--- config.mk ---
export PLATFORM = sky130hd
export DESIGN_NAME = rfd_div
export DESIGN_NICKNAME = d
export VERILOG_FILES = /design/src/rtl/core/rfd_div.sv
export SDC_FILE = /design/constraint.sdc
export NUM_CORES = 1
export LEC_CHECK = 0
export BUFFER_PORTS_ARGS = -buffer_cell sky130_fd_sc_hd__buf_2
export CELL_PAD_IN_SITES_DETAIL_PLACEMENT = 1
export CELL_PAD_IN_SITES_GLOBAL_PLACEMENT = 2
export CORE_MARGIN = 2
export CORE_UTILIZATION = 45
export CTS_CLUSTER_DIAMETER = 80
export DETAILED_ROUTE_END_ITERATION = 16
export PLACE_DENSITY_LB_ADDON = 0.12
export SKIP_CTS_REPAIR_TIMING = 1
export SYNTH_ARGS = -nofsm -noshare
export SYNTH_HDL_FRONTEND = slang
export SYNTH_SLANG_ARGS = --single-unit
--- constraint.sdc ---
create_clock -name clock -period 3.3 [get_ports clock]
set_input_delay 0.33 -clock clock [delete_from_list [all_inputs] [get_ports clock]]
set_output_delay 0.33 -clock clock [all_outputs]
set_load 0.01 [all_outputs]
--- src/rtl/core/rfd_div.sv ---
// pipelined restoring divider, one quotient bit per stage
`default_nettype none

module rfd_div #(
   parameter int QUO_W = 16,
   parameter int DEN_W = 16,
   parameter int PAY_W = 1
) (
   input  logic             clock,
   input  logic             reset,
   input  logic             adv,
   input  logic             in_valid,
   input  logic [DEN_W-1:0] in_rem,
   input  logic [QUO_W-1:0] in_lo,
   input  logic [DEN_W-1:0] in_den,
   input  logic [PAY_W-1:0] in_pay,
   output logic             out_valid,
   output logic [QUO_W-1:0] out_quo,
   output logic [PAY_W-1:0] out_pay
);

   logic             vld_ff [QUO_W];
   logic [DEN_W-1:0] rem_ff [QUO_W];
   logic [QUO_W-1:0] lo_ff  [QUO_W];
   logic [QUO_W-1:0] quo_ff [QUO_W];
   logic [DEN_W-1:0] den_ff [QUO_W];
   logic [PAY_W-1:0] pay_ff [QUO_W];

   for (genvar j = 0; j < QUO_W; j++) begin : g_stage
      logic             vld_prev;
      logic [DEN_W-1:0] rem_prev;
      logic [QUO_W-1:0] lo_prev;
      logic [QUO_W-1:0] quo_prev;
      logic [DEN_W-1:0] den_prev;
      logic [PAY_W-1:0] pay_prev;
      logic [DEN_W:0]   trial;
      logic             fits;
      logic [DEN_W-1:0] rem_in;
      logic [QUO_W-1:0] lo_in;
      logic [QUO_W-1:0] quo_in;

      if (j == 0) begin : g_first
         assign vld_prev = in_valid;
         assign rem_prev = in_rem;
         assign lo_prev  = in_lo;
         assign quo_prev = '0;
         assign den_prev = in_den;
         assign pay_prev = in_pay;
      end else begin : g_next
         assign vld_prev = vld_ff[j-1];
         assign rem_prev = rem_ff[j-1];
         assign lo_prev  = lo_ff[j-1];
         assign quo_prev = quo_ff[j-1];
         assign den_prev = den_ff[j-1];
         assign pay_prev = pay_ff[j-1];
      end

      assign trial  = {rem_prev, lo_prev[QUO_W-1]};
      assign fits   = trial >= {1'b0, den_prev};
      assign rem_in = fits ? DEN_W'(trial - {1'b0, den_prev}) : trial[DEN_W-1:0];
      assign lo_in  = lo_prev << 1;
      assign quo_in = {quo_prev[QUO_W-2:0], fits};

      always_ff @(posedge clock) begin
         if (reset) begin
            vld_ff[j] <= 1'b0;
         end else if (adv) begin
            vld_ff[j] <= vld_prev;
         end
      end

      always_ff @(posedge clock) begin
         if (adv) begin
            rem_ff[j] <= rem_in;
            lo_ff[j]  <= lo_in;
            quo_ff[j] <= quo_in;
            den_ff[j] <= den_prev;
            pay_ff[j] <= pay_prev;
         end
      end
   end

   assign out_valid = vld_ff[QUO_W-1];
   assign out_quo   = quo_ff[QUO_W-1];
   assign out_pay   = pay_ff[QUO_W-1];

endmodule

`default_nettype wire

==> results.py <==
metrics = {
    "status": {
        "run_status": "finished clean",
    },
    "detailed_routing": {
        "top_signal_layer_used": "met4",
        "drt_pass_1_iters": 5,
        "detail_route.wl_per_cell_um": 20.2,
        "drt-initial-drc-count": 1217,
        "post-route-drc-count": 0,
        "vias": 23400,
        "antenna_left": 0,
        "met1Wirelength_um": 36000,
        "viasPerCell": 5.32,
        "met3RoutedLength_um": 2140,
        "wl_met2_um": 48300,
        "drt_wl_total_um": 89000,
    },
    "yosys": {
        "syn-instance-count": 2986,
        "ys_dominant_reg_cell": "sky130_fd_sc_hd__edfxtp_1",
        "synth_sequential_area_ratio": 0.597,
        "yosysUniqueCellTypes": 89,
        "synth_enable_flop_cells": 768,
        "postSynthNetCount": 3310,
        "synth-warning-count": 0,
        "synth_seq_cells": 768,
        "synthesis.area_mm2": 0.0387,
        "syn-mean-instance-area_um2": 12.9,
        "asyncSetResetFlopFracSynth": 0,
    },
    "timing": {
        "fmaxAchievable_mhz": 317,
        "setup_tns_ps": 0,
        "fin_skew_ps": 14.7,
        "worst-slew-pin-transition_ps": 738,
        "number_of_failing_hold_endpoints_at_the_final_stage": 0,
        "worst_slew_margin_rel": 0.508,
        "worst_hold_slack_ps": 11.2,
        "finalMaxSlewViolations": 0,
        "grt_setup_unrepaired": "false",
        "final.min_clock_period_ps": 3160,
        "finalCritPeriodShare": 0.957,
        "setup_violations": 0,
    },
    "clocking": {
        "numCtsBuffers": 88,
        "cts_root_buffer": "sky130_fd_sc_hd__clkbuf_16",
        "cts_buffer_depth": 3,
        "cts.htree.levels": 3,
        "clk_transition_reported_paths_ps": 60,
        "worstSkewPairLatency_ps": 640,
        "clock_sink_count": 768,
        "cts_tree": "yes",
    },
    "power_and_ir_drop": {
        "vdd_drop_max_v": 0.000489,
        "sum_of_internal_switching_and_leakage_power_mw": 41.5,
        "power.leakage_nw": 17.5,
        "power_density_mw_per_mm2": 943,
    },
    "die": {
        "core_area_mm2": 0.0851,
        "rows": 107,
        "die_height_um": 297,
        "floorplan.initialDensity": 0.454,
        "die_width_um": 297,
        "design.portCount": 71,
        "die_area_mm2": 0.0883,
    },
    "worst_setup_path": {
        "critPathArrivalTime_ps": 3540,
        "critical_path_peak_fanout": 7,
        "r2r.worst_path.cells": 10,
        "worst-endpoint-required_ps": 3680,
        "critical_path.endpoint_type": "flip-flop",
        "timing.setup.critical_path_class": "reg -> reg",
        "timing.critical_path.from_type": "flip-flop",
    },
    "grt": {
        "grt_util_all_layers": 0.202,
        "antenna_found_initial": 0,
        "globalRoute.totalOverflow": 0,
        "largest_net_degree_at_the_start_of_global_routing": 120,
        "first_pass_grt_wire_length_um": 141000,
        "grt_pass1_vias": 25100,
    },
    "finish": {
        "synthToLayoutAreaGrowth_pct": 13.8,
        "num_antenna_cells": 0,
        "nNetsFinal": 3509,
        "layout-drive-gt1-share": 0.136,
        "filler_cell_count": 8651,
    },
    "min_path": {
        "holdCritPathClass": "in -> reg",
        "timing.hold.worst_path_depth": 3,
    },
    "placed_design": {
        "io_buffers": 70,
        "dp_hpwl_um": 67100,
        "routabilityCongestion": 0.856,
    },
    "flow_run": {
        "drv.max_cap_violation_count": 0,
    },
}
synthesized netlist by cell type, types with 41 or more instances:
cell	n	share of area
sky130_fd_sc_hd__edfxtp_1	768	0.60
sky130_fd_sc_hd__inv_1	330	0.032
sky130_fd_sc_hd__ha_1	256	0.083
sky130_fd_sc_hd__nand2_1	189	0.018
sky130_fd_sc_hd__o21ai_0	167	0.022
sky130_fd_sc_hd__a21oi_1	155	0.020
sky130_fd_sc_hd__nor2_1	124	0.012
sky130_fd_sc_hd__mux2_2	120	0.035
sky130_fd_sc_hd__xnor2_1	96	0.022
sky130_fd_sc_hd__xor2_1	69	0.016
sky130_fd_sc_hd__a21o_1	68	0.013
sky130_fd_sc_hd__nor2b_1	48	0.0078
sky130_fd_sc_hd__o21a_1	41	0.0080
through the flow:
stage | std cells | setup WS (ps) | area, um^2 | utilization
4_1_cts | 4364 | 36.0 | 43600 | 0.512
3_5_place_dp | 4206 | 59.5 | 40700 | 0.478
3_3_place_gp | 4206 | 131 | 40700 | 0.478
2_1_floorplan | 2986 | 511 | 38700 | -
5_1_grt | 4397 | 2.36 | 44000 | 0.517
6_report | 4397 | 143 | 44000 | 0.517
flip-flops by register name, indices dropped and copies added (netlist names):
signal / cells
rem_ff: 240
quo_ff: 136
pay_ff: 16
vld_ff: 16
lo_ff: 120
den_ff: 240
where the power goes:
group,internal (mW),switching (mW),total [mW]
Combinational,7.61,8.99,16.6
Sequential,13.8,1.30,15.1
Clock,5.76,4.01,9.78
Total,27.2,14.3,41.5
metal layers:
metal | vias up | global-route usage
li1 | 11400 | -
met1 | 11600 | 0.234
met2 | 275 | 0.384
met3 | 151 | 0.0280
met4 | 0 | 0.0625
met5 | - | 0
cell usage in the layout (no fill, tap or decap), types with 11 or more instances in the layout:
cell,Yosys,final
sky130_fd_sc_hd__dlygate4sd3_1,0,33
sky130_fd_sc_hd__xnor2_1,96,96
sky130_fd_sc_hd__a211oi_1,18,18
sky130_fd_sc_hd__edfxtp_1,768,768
sky130_fd_sc_hd__or3_1,11,11
sky130_fd_sc_hd__o31ai_1,16,15
sky130_fd_sc_hd__nand4_1,34,34
sky130_fd_sc_hd__a21o_1,68,68
sky130_fd_sc_hd__buf_4,3,39
sky130_fd_sc_hd__nor2b_1,48,48
sky130_fd_sc_hd__mux2_4,20,20
sky130_fd_sc_hd__ha_1,256,256
sky130_fd_sc_hd__nor2_1,124,124
sky130_fd_sc_hd__xor2_1,69,69
sky130_fd_sc_hd__nand3_1,37,37
sky130_fd_sc_hd__and2_1,22,22
sky130_fd_sc_hd__or2_2,13,13
sky130_fd_sc_hd__clkbuf_16,0,91
sky130_fd_sc_hd__a31oi_1,26,25
sky130_fd_sc_hd__buf_12,0,13
sky130_fd_sc_hd__buf_2,8,69
sky130_fd_sc_hd__nor3_1,35,35
sky130_fd_sc_hd__nand2_1,189,189
sky130_fd_sc_hd__o21a_1,41,41
sky130_fd_sc_hd__clkinv_2,0,13
sky130_fd_sc_hd__a21oi_1,155,155
sky130_fd_sc_hd__mux2_2,120,120
sky130_fd_sc_hd__mux2i_1,29,29
sky130_fd_sc_hd__clkinv_1,0,15
sky130_fd_sc_hd__o21bai_1,14,14
sky130_fd_sc_hd__o211ai_1,14,14
sky130_fd_sc_hd__inv_1,330,330
sky130_fd_sc_hd__fa_1,15,15
sky130_fd_sc_hd__and3_1,19,19
sky130_fd_sc_hd__nand2b_1,27,27
sky130_fd_sc_hd__o21ai_0,167,166
sky130_fd_sc_hd__clkbuf_1,21,13
critical path: stages, from the launching register on:
cell	delay (ps)
sky130_fd_sc_hd__edfxtp_1	410
sky130_fd_sc_hd__ha_1	380
sky130_fd_sc_hd__a21o_1	200
sky130_fd_sc_hd__a21oi_1	220
sky130_fd_sc_hd__a31oi_1	160
sky130_fd_sc_hd__a21oi_1	300
sky130_fd_sc_hd__nand3b_1	120
sky130_fd_sc_hd__a21oi_1	210
sky130_fd_sc_hd__o21a_1	300
sky130_fd_sc_hd__buf_4	230
sky130_fd_sc_hd__mux2_2	360
kinds of logic (layout without fill, tap and decap cells):
logic type | count (synthesis) | count (layout) | synth area share
compound gates | 628 | 628 | 0.107
xor+xnor | 165 | 165 | 0.0374
fa+ha+maj | 271 | 271 | 0.0906
buf+inv | 376 | 643 | 0.0395
flops | 768 | 768 | 0.597
mux | 170 | 170 | 0.0505
simple gates | 608 | 608 | 0.0779
layout make-up:
| type | count | area (um^2) | area share |
|---|---|---|---|
| Multi-Input combinational cell | 1842 | 14100 | 0.321 |
| Tap cell | 1144 | 1430 | 0.0325 |
| Inverter | 330 | 1240 | 0.0282 |
| Clock buffer | 104 | 2330 | 0.0529 |
| Sequential cell | 768 | 23100 | 0.524 |
| Timing Repair Buffer | 155 | 1240 | 0.0283 |
| Clock inverter | 54 | 572 | 0.0130 |
final timing paths:
path	start	to	slack [ps]
max	rem_ff[0][99]	rem_ff[0][123]	140
min	in_rem[8]	rem_ff[0][9]	10
min reg2reg	quo_ff[7][5]	quo_ff[8][6]	410
max reg2reg	rem_ff[0][99]	rem_ff[0][123]	140
Note: power is estimated with default switching activity, not from simulation.
