`src/rtl/core/rfd_pkg.sv`:
```
// shared constants and helpers for the refraction direction pipeline
`default_nettype none

package rfd_pkg;

   localparam int FRAC_BITS_DEF = 14;
   localparam int VEC_W         = 16;
   localparam int REQ_W         = 8 * VEC_W;
   localparam int RSP_W         = 3 * VEC_W;
   localparam int ROOT_IN_W     = 64;
   localparam int ROOT_W        = ROOT_IN_W / 2;
   localparam int MAG_W         = 64;
   localparam int MAG_BYTES     = MAG_W / 8;
   localparam int NORM_MSB      = 30;

   localparam logic [31:0] OUT_POS_LIM = 32'd32767;
   localparam logic [31:0] OUT_NEG_LIM = 32'd32768;

   // bit length of one byte, zero for zero
   function automatic logic [3:0] byte_len(input logic [7:0] b);
      logic [3:0] n;
      n = '0;
      for (int i = 0; i < 8; i++) begin
         if (b[i]) begin
            n = 4'(i + 1);
         end
      end
      return n;
   endfunction

endpackage

`default_nettype wire

```
`src/rtl/core/rfd_sqrt.sv`:
```
// pipelined integer square root, one root bit per stage
`default_nettype none

module rfd_sqrt #(
   parameter int PAY_W = 1
) (
   input  logic                          clock,
   input  logic                          reset,
   input  logic                          adv,
   input  logic                          in_valid,
   input  logic [rfd_pkg::ROOT_IN_W-1:0] in_val,
   input  logic [PAY_W-1:0]              in_pay,
   output logic                          out_valid,
   output logic [rfd_pkg::ROOT_W-1:0]    out_root,
   output logic [PAY_W-1:0]              out_pay
);

   import rfd_pkg::*;

   logic                 vld_ff [ROOT_W];
   logic [ROOT_IN_W-1:0] val_ff [ROOT_W];
   logic [ROOT_IN_W-1:0] res_ff [ROOT_W];
   logic [PAY_W-1:0]     pay_ff [ROOT_W];

   for (genvar j = 0; j < ROOT_W; j++) begin : g_stage
      localparam logic [ROOT_IN_W-1:0] STEP = ROOT_IN_W'(1) << (ROOT_IN_W - 2 - 2 * j);
      logic                 vld_prev;
      logic [ROOT_IN_W-1:0] val_prev;
      logic [ROOT_IN_W-1:0] res_prev;
      logic [PAY_W-1:0]     pay_prev;
      logic [ROOT_IN_W-1:0] trial;
      logic                 fits;
      logic [ROOT_IN_W-1:0] val_in;
      logic [ROOT_IN_W-1:0] res_in;

      if (j == 0) begin : g_first
         assign vld_prev = in_valid;
         assign val_prev = in_val;
         assign res_prev = '0;
         assign pay_prev = in_pay;
      end else begin : g_next
         assign vld_prev = vld_ff[j-1];
         assign val_prev = val_ff[j-1];
         assign res_prev = res_ff[j-1];
         assign pay_prev = pay_ff[j-1];
      end

      assign trial  = res_prev + STEP;
      assign fits   = val_prev >= trial;
      assign val_in = fits ? val_prev - trial : val_prev;
      assign res_in = fits ? (res_prev >> 1) + STEP : res_prev >> 1;

      always_ff @(posedge clock) begin
         if (reset) begin
            vld_ff[j] <= 1'b0;
         end else if (adv) begin
            vld_ff[j] <= vld_prev;
         end
      end

      always_ff @(posedge clock) begin
         if (adv) begin
            val_ff[j] <= val_in;
            res_ff[j] <= res_in;
            pay_ff[j] <= pay_prev;
         end
      end
   end

   assign out_valid = vld_ff[ROOT_W-1];
   assign out_root  = res_ff[ROOT_W-1][ROOT_W-1:0];
   assign out_pay   = pay_ff[ROOT_W-1];

endmodule

`default_nettype wire
```
`config.mk`:
```
export PLATFORM = sky130hd
export DESIGN_NAME = rfd_sqrt
export DESIGN_NICKNAME = d
export VERILOG_FILES = /design/src/rtl/core/rfd_pkg.sv /design/src/rtl/core/rfd_sqrt.sv
export SDC_FILE = /design/constraint.sdc
export NUM_CORES = 2
export LEC_CHECK = 0
export BUFFER_PORTS_ARGS = -buffer_cell sky130_fd_sc_hd__buf_2
export CORE_MARGIN = 2
export CORE_UTILIZATION = 30
export DETAILED_ROUTE_END_ITERATION = 16
export SLEW_MARGIN = 15
export SYNTH_ARGS = -nofsm -noshare
export SYNTH_HDL_FRONTEND = slang
export SYNTH_MEMORY_MAX_BITS = 65536
export SYNTH_SLANG_ARGS = --single-unit
```
`constraint.sdc`:
```
create_clock -name clock -period 4.17 [get_ports clock]
set_clock_uncertainty 0.15 [all_clocks]
set_input_delay 0 -clock clock [delete_from_list [all_inputs] [get_ports clock]]
set_output_delay 0 -clock clock [all_outputs]
set_load 0.02 [all_outputs]
```
==> reports/metrics.sh <==
GP_ROUTABILITY_CONGESTION=0.8838
FINAL_CORE_UTILIZATION_PCT=35.15
POST_SYNTH_INSTANCE_AREA_MM2=0.1217
IO_BUFFERS=102
TIMING.HOLD.WORST.CLASS='input pin to register'
DIE_AREA_MM2=0.4109
GRT.MET2_USAGE_PCT=24.59
SLEW_VIOLATIONS=0
OUTCOME='completed'
WL_PER_CELL_UM=17.82
CTS_INSERTED_BUFFERS=288
FLOORPLAN.IO_PINS=103
RR_ENDPOINT='val_ff[1][436]'
CLOCK_TREE.ROOT_CELL='sky130_fd_sc_hd__clkbuf_16'
STATIC-LEAKAGE-POWER_uW=0.05282
LAUNCH_POINT_OF_THE_CRITICAL_PATH='val_ff[1][370]'
NUMBER_OF_SYNTHESIS_WARNINGS=0
GLOBAL_ROUTE.USAGE.MET1_PCT=15.44
CRITPATHMAXSTAGEDELAY_PS=620
SYNTH.YOSYS.SEQ_AREA_SHARE_PCT=63.55
GLOBALROUTETOTALUTIL_PCT=13.41
VIA_DENSITY_PER_INSTANCE=4.753
DETAILEDROUTE.FIRSTITERATIONVIOLATIONS=5081
FINAL_CYCLE_UTILIZATION_OF_THE_CRITICAL_PATH_PCT=97.05
MAX-VDD-IR-DROP_V=0.0004851
MAXIMUM_NET_FANOUT_ON_THE_CRITICAL_PATH=4
TIMING_WORST_SETUP_PATH_TYPE='register to register'
CTS.REPORTEDPATHS.CLKPINSLEW_PS=60
FINALHOLDWORSTSLACK_PS=147.2
ANT_NETS=0
POST-ROUTE-CELL-AREA_MM2=0.1418
ROUTED_WIRELENGTH_UM=282000
SETUP_VIOLATION_TOTAL_IN_THE_FINAL_TIMING_REPORT=0
VIA_COUNT=75209
SYNTH_FP_NETS=10172
ASYNCSETRESETFLOPFRACSYNTH_PCT=0
POWERDENSITY_mW_PER_MM2=538.6
DIE_HEIGHT_UM=641.0
NUMBER_OF_FLOPS_MAPPED_TO_ENABLE_CELLS_BY_YOSYS=2576
RSZ0062_AT_GRT='no'
NUM-FILL-CELLS=39209
REG_TO_REG_SLACK_SETUP_PS=120
CTS_MAX_PATH_BUFFERS=4
CP_NUM_CELLS=12
START_UTIL_PCT=30.17
GRT_FIRST_PASS_WIRELENGTH_UM=434200
TRITONCTS='done'
MULTI_INPUT_COMB_AREA_MM2=0.04118
SYNTH.FF_LATCH_COUNT=2576
SYNTHCELLS=9545
WORST_R2R_PATH_DEPTH=12
RELSLEWSLACK_PCT=21.58
WORST_HOLD_PATH.NUM_CELLS=6
DRC=0
DRIVE_GT1_SHARE_PCT=9.276
ANTENNA_VIOLATIONS_BEFORE_REPAIR=6
MAX_CAP_VIOLATIONS=0
CLOCK_LATENCY_PS=970
HOLD_VIOL_FINAL=0
CPLARGESTDELAYFAMILY='simple AND/OR/NAND/NOR gates'
CORE_MM2=0.4035
TOP_USAGE_LAYER='met2'
NUMBER_OF_GLOBAL_ROUTE_VIAS_BEFORE_REPAIR=75111
DP_HPWL_UM=212000
CRIT_PATH_MAX_DELAY_CELL_TYPE='sky130_fd_sc_hd__or4_1'
PLACEMENTROWS=233
SYN_TO_FINAL_GROWTH_PCT=16.52
CP_NUM_BUF_INV=2
DRT_FIRST_PASS_ITERS=5
MAX_SLEW.WORST_PIN.SLEW_PS=1160
FINALNETCOUNT=10810
ORDERED_LIST_OF_CELLS_ON_THE_WORST_PATH='or4_1 > or4b_1 > or4_1 > nor2_1 > nand4_1 > a21oi_2 > nor2b_1 > nand3_1 > buf_4 > nor2_1 > xor2_1 > buf_4'
DPL-INSTANCE-AREA_MM2=0.1309
CRITICAL_PATH.REG2REG.STARTPOINT='val_ff[1][370]'
MIN_PERIOD_PS=4047
GRT_OVF=0
H-TREE-DEPTH=5
MET3_USAGE_PCT=1.869
WORSTSETUPENDPOINTTYPE='register'
FP.DIEW_UM=641.0
SETUP.WORST_PATH.START_CLASS='register'
TIMING.CRITICAL_PATH.ARRIVAL_PS=4520
SYNTHESIS.AREA_PER_INSTANCE_UM2=12.75
REQUIRED_TIME_OF_THE_WORST_SETUP_PATH_PS=4640
GRT_START_MAX_NET_PINS=139
HIGHEST_ACHIEVABLE_CLOCK_RATE_MHz=247.1
AREA.SEQUENTIAL_MM2=0.07735
SYNTH-MAIN-FF-CELL='sky130_fd_sc_hd__edfxtp_1'
TRITONCTS_NUM_SINKS=2576
YS_TYPES=83
ENDPOINT_OF_THE_MOST_CRITICAL_SETUP_PATH='val_ff[1][436]'
layout make-up:
class / instances / share of cell area (%)
well taps: 5405 / 4.768
flip-flops and latches: 2576 / 54.54
inverters: 711 / 1.882
repair buffers: 520 / 3.162
diodes: 4 / 0.007057
multi-input cells: 6086 / 29.03
clock buffers: 344 / 5.334
clock inverters: 177 / 1.281
metal layers:
layer	up-vias	routed length, um	share of wire (%)
met5	-	21	0.0074
met4	4	13120	4.7
met3	573	10580	3.8
met2	1457	144800	51
met1	36115	113500	40
li1	37060	-	-
report_power, final:
| part | total [uW] | leakage, uW | switching [uW] | internal (uW) |
|---|---|---|---|---|
| Clock | 25200 | 0.00454 | 10500 | 14700 |
| Sequential | 35500 | 0.0248 | 2650 | 32800 |
| Combinational | 15700 | 0.0234 | 8930 | 6770 |
| Total | 76400 | 0.0528 | 22100 | 54300 |
cell families after synthesis:
logic type	Yosys count	share of synthesized area, %
AO/OA/AOI/OAI	1812	9.226
XOR/XNOR	872	6.274
AND/OR/NAND/NOR	2752	11.63
multiplexers	92	0.8449
adder cells (fa/ha/maj)	558	5.735
flip-flops	2576	63.55
buffers and inverters	883	2.739
layout by cell type (no fill, tap or decap), types with 47 or more instances in the layout:
| cell | Yosys | routed |
|---|---|---|
| sky130_fd_sc_hd__a21o_1 | 251 | 251 |
| sky130_fd_sc_hd__a21oi_1 | 598 | 596 |
| sky130_fd_sc_hd__and2_1 | 60 | 59 |
| sky130_fd_sc_hd__buf_2 | 10 | 101 |
| sky130_fd_sc_hd__buf_4 | 2 | 240 |
| sky130_fd_sc_hd__clkbuf_1 | 149 | 49 |
| sky130_fd_sc_hd__clkbuf_16 | 0 | 296 |
| sky130_fd_sc_hd__clkinv_1 | 1 | 63 |
| sky130_fd_sc_hd__dlygate4sd3_1 | 0 | 140 |
| sky130_fd_sc_hd__edfxtp_1 | 2576 | 2576 |
| sky130_fd_sc_hd__ha_1 | 558 | 558 |
| sky130_fd_sc_hd__inv_1 | 705 | 705 |
| sky130_fd_sc_hd__mux2_2 | 86 | 86 |
| sky130_fd_sc_hd__nand2_1 | 580 | 578 |
| sky130_fd_sc_hd__nand2b_1 | 120 | 120 |
| sky130_fd_sc_hd__nand3_1 | 149 | 149 |
| sky130_fd_sc_hd__nand4_1 | 158 | 158 |
| sky130_fd_sc_hd__nor2_1 | 629 | 628 |
| sky130_fd_sc_hd__nor2b_1 | 81 | 81 |
| sky130_fd_sc_hd__nor3_1 | 247 | 246 |
| sky130_fd_sc_hd__nor4_1 | 322 | 317 |
| sky130_fd_sc_hd__nor4b_1 | 49 | 47 |
| sky130_fd_sc_hd__o21a_1 | 97 | 97 |
| sky130_fd_sc_hd__o21ai_0 | 431 | 429 |
| sky130_fd_sc_hd__o21bai_1 | 51 | 51 |
| sky130_fd_sc_hd__or3_1 | 92 | 92 |
| sky130_fd_sc_hd__or4_1 | 65 | 65 |
| sky130_fd_sc_hd__xnor2_1 | 477 | 477 |
| sky130_fd_sc_hd__xor2_1 | 395 | 395 |
registers in the layout, indices dropped and copies added (netlist names):
signal	cells
val_ff	1984
res_ff	528
pay_ff	32
vld_ff	32
worst min-delay path: stages:
cell	delay [ps]
sky130_fd_sc_hd__dlygate4sd3_1	520
sky130_fd_sc_hd__buf_2	110
sky130_fd_sc_hd__nor4_1	40
sky130_fd_sc_hd__nand4_1	140
sky130_fd_sc_hd__o41ai_1	170
sky130_fd_sc_hd__xnor2_1	150
Yosys cell counts (120+ instances only):
| cell | instances | share of area, % |
|---|---|---|
| sky130_fd_sc_hd__nand2_1 | 580 | 1.8 |
| sky130_fd_sc_hd__a21o_1 | 251 | 1.5 |
| sky130_fd_sc_hd__inv_1 | 705 | 2.2 |
| sky130_fd_sc_hd__o21ai_0 | 431 | 1.8 |
| sky130_fd_sc_hd__nor2_1 | 629 | 1.9 |
| sky130_fd_sc_hd__a21oi_1 | 598 | 2.5 |
| sky130_fd_sc_hd__xor2_1 | 395 | 2.8 |
| sky130_fd_sc_hd__nand2b_1 | 120 | 0.62 |
| sky130_fd_sc_hd__nor3_1 | 247 | 1.0 |
| sky130_fd_sc_hd__nand4_1 | 158 | 0.81 |
| sky130_fd_sc_hd__xnor2_1 | 477 | 3.4 |
| sky130_fd_sc_hd__ha_1 | 558 | 5.7 |
| sky130_fd_sc_hd__nor4_1 | 322 | 1.7 |
| sky130_fd_sc_hd__clkbuf_1 | 149 | 0.46 |
| sky130_fd_sc_hd__edfxtp_1 | 2576 | 64 |
| sky130_fd_sc_hd__nand3_1 | 149 | 0.61 |
per-stage QoR:
stage | setup TNS [ps] | total power, uW | worst slack (ps) | instances
2_1_floorplan | 0 | 45900 | 464.0 | 9545
3_3_place_gp | -95.02 | 51430 | -20.14 | 15156
3_5_place_dp | -103.9 | 51510 | -37.31 | 15156
4_1_cts | 0 | 77070 | 16.10 | 15817
5_1_grt | 0 | 80210 | 0.7554 | 15822
6_report | 0 | 76400 | 122.9 | 15823
worst min path at each step:
stage	from	end	slack (ps)
floorplan	in_pay	pay_ff[0][0]	-50
global placement	in_pay	pay_ff[0][0]	30
detailed placement	in_pay	pay_ff[0][0]	30
CTS	reset	vld_ff[1][2]	30
global route	adv	res_ff[0][749]	130
finish	in_val[35]	val_ff[0][62]	150
what timing repair did:
item / CTS / global route
gates resized for setup: 3 / 12
hold buffers: 140 / 0
setup buffers: 0 / 1
hold endpoints to repair: 1692 / 0
gates cloned: 0 / 1
pin swaps: 0 / 1
endpoints found under the setup margin: 7 / 77
No activity file was read; power rests on OpenSTA's default activity.
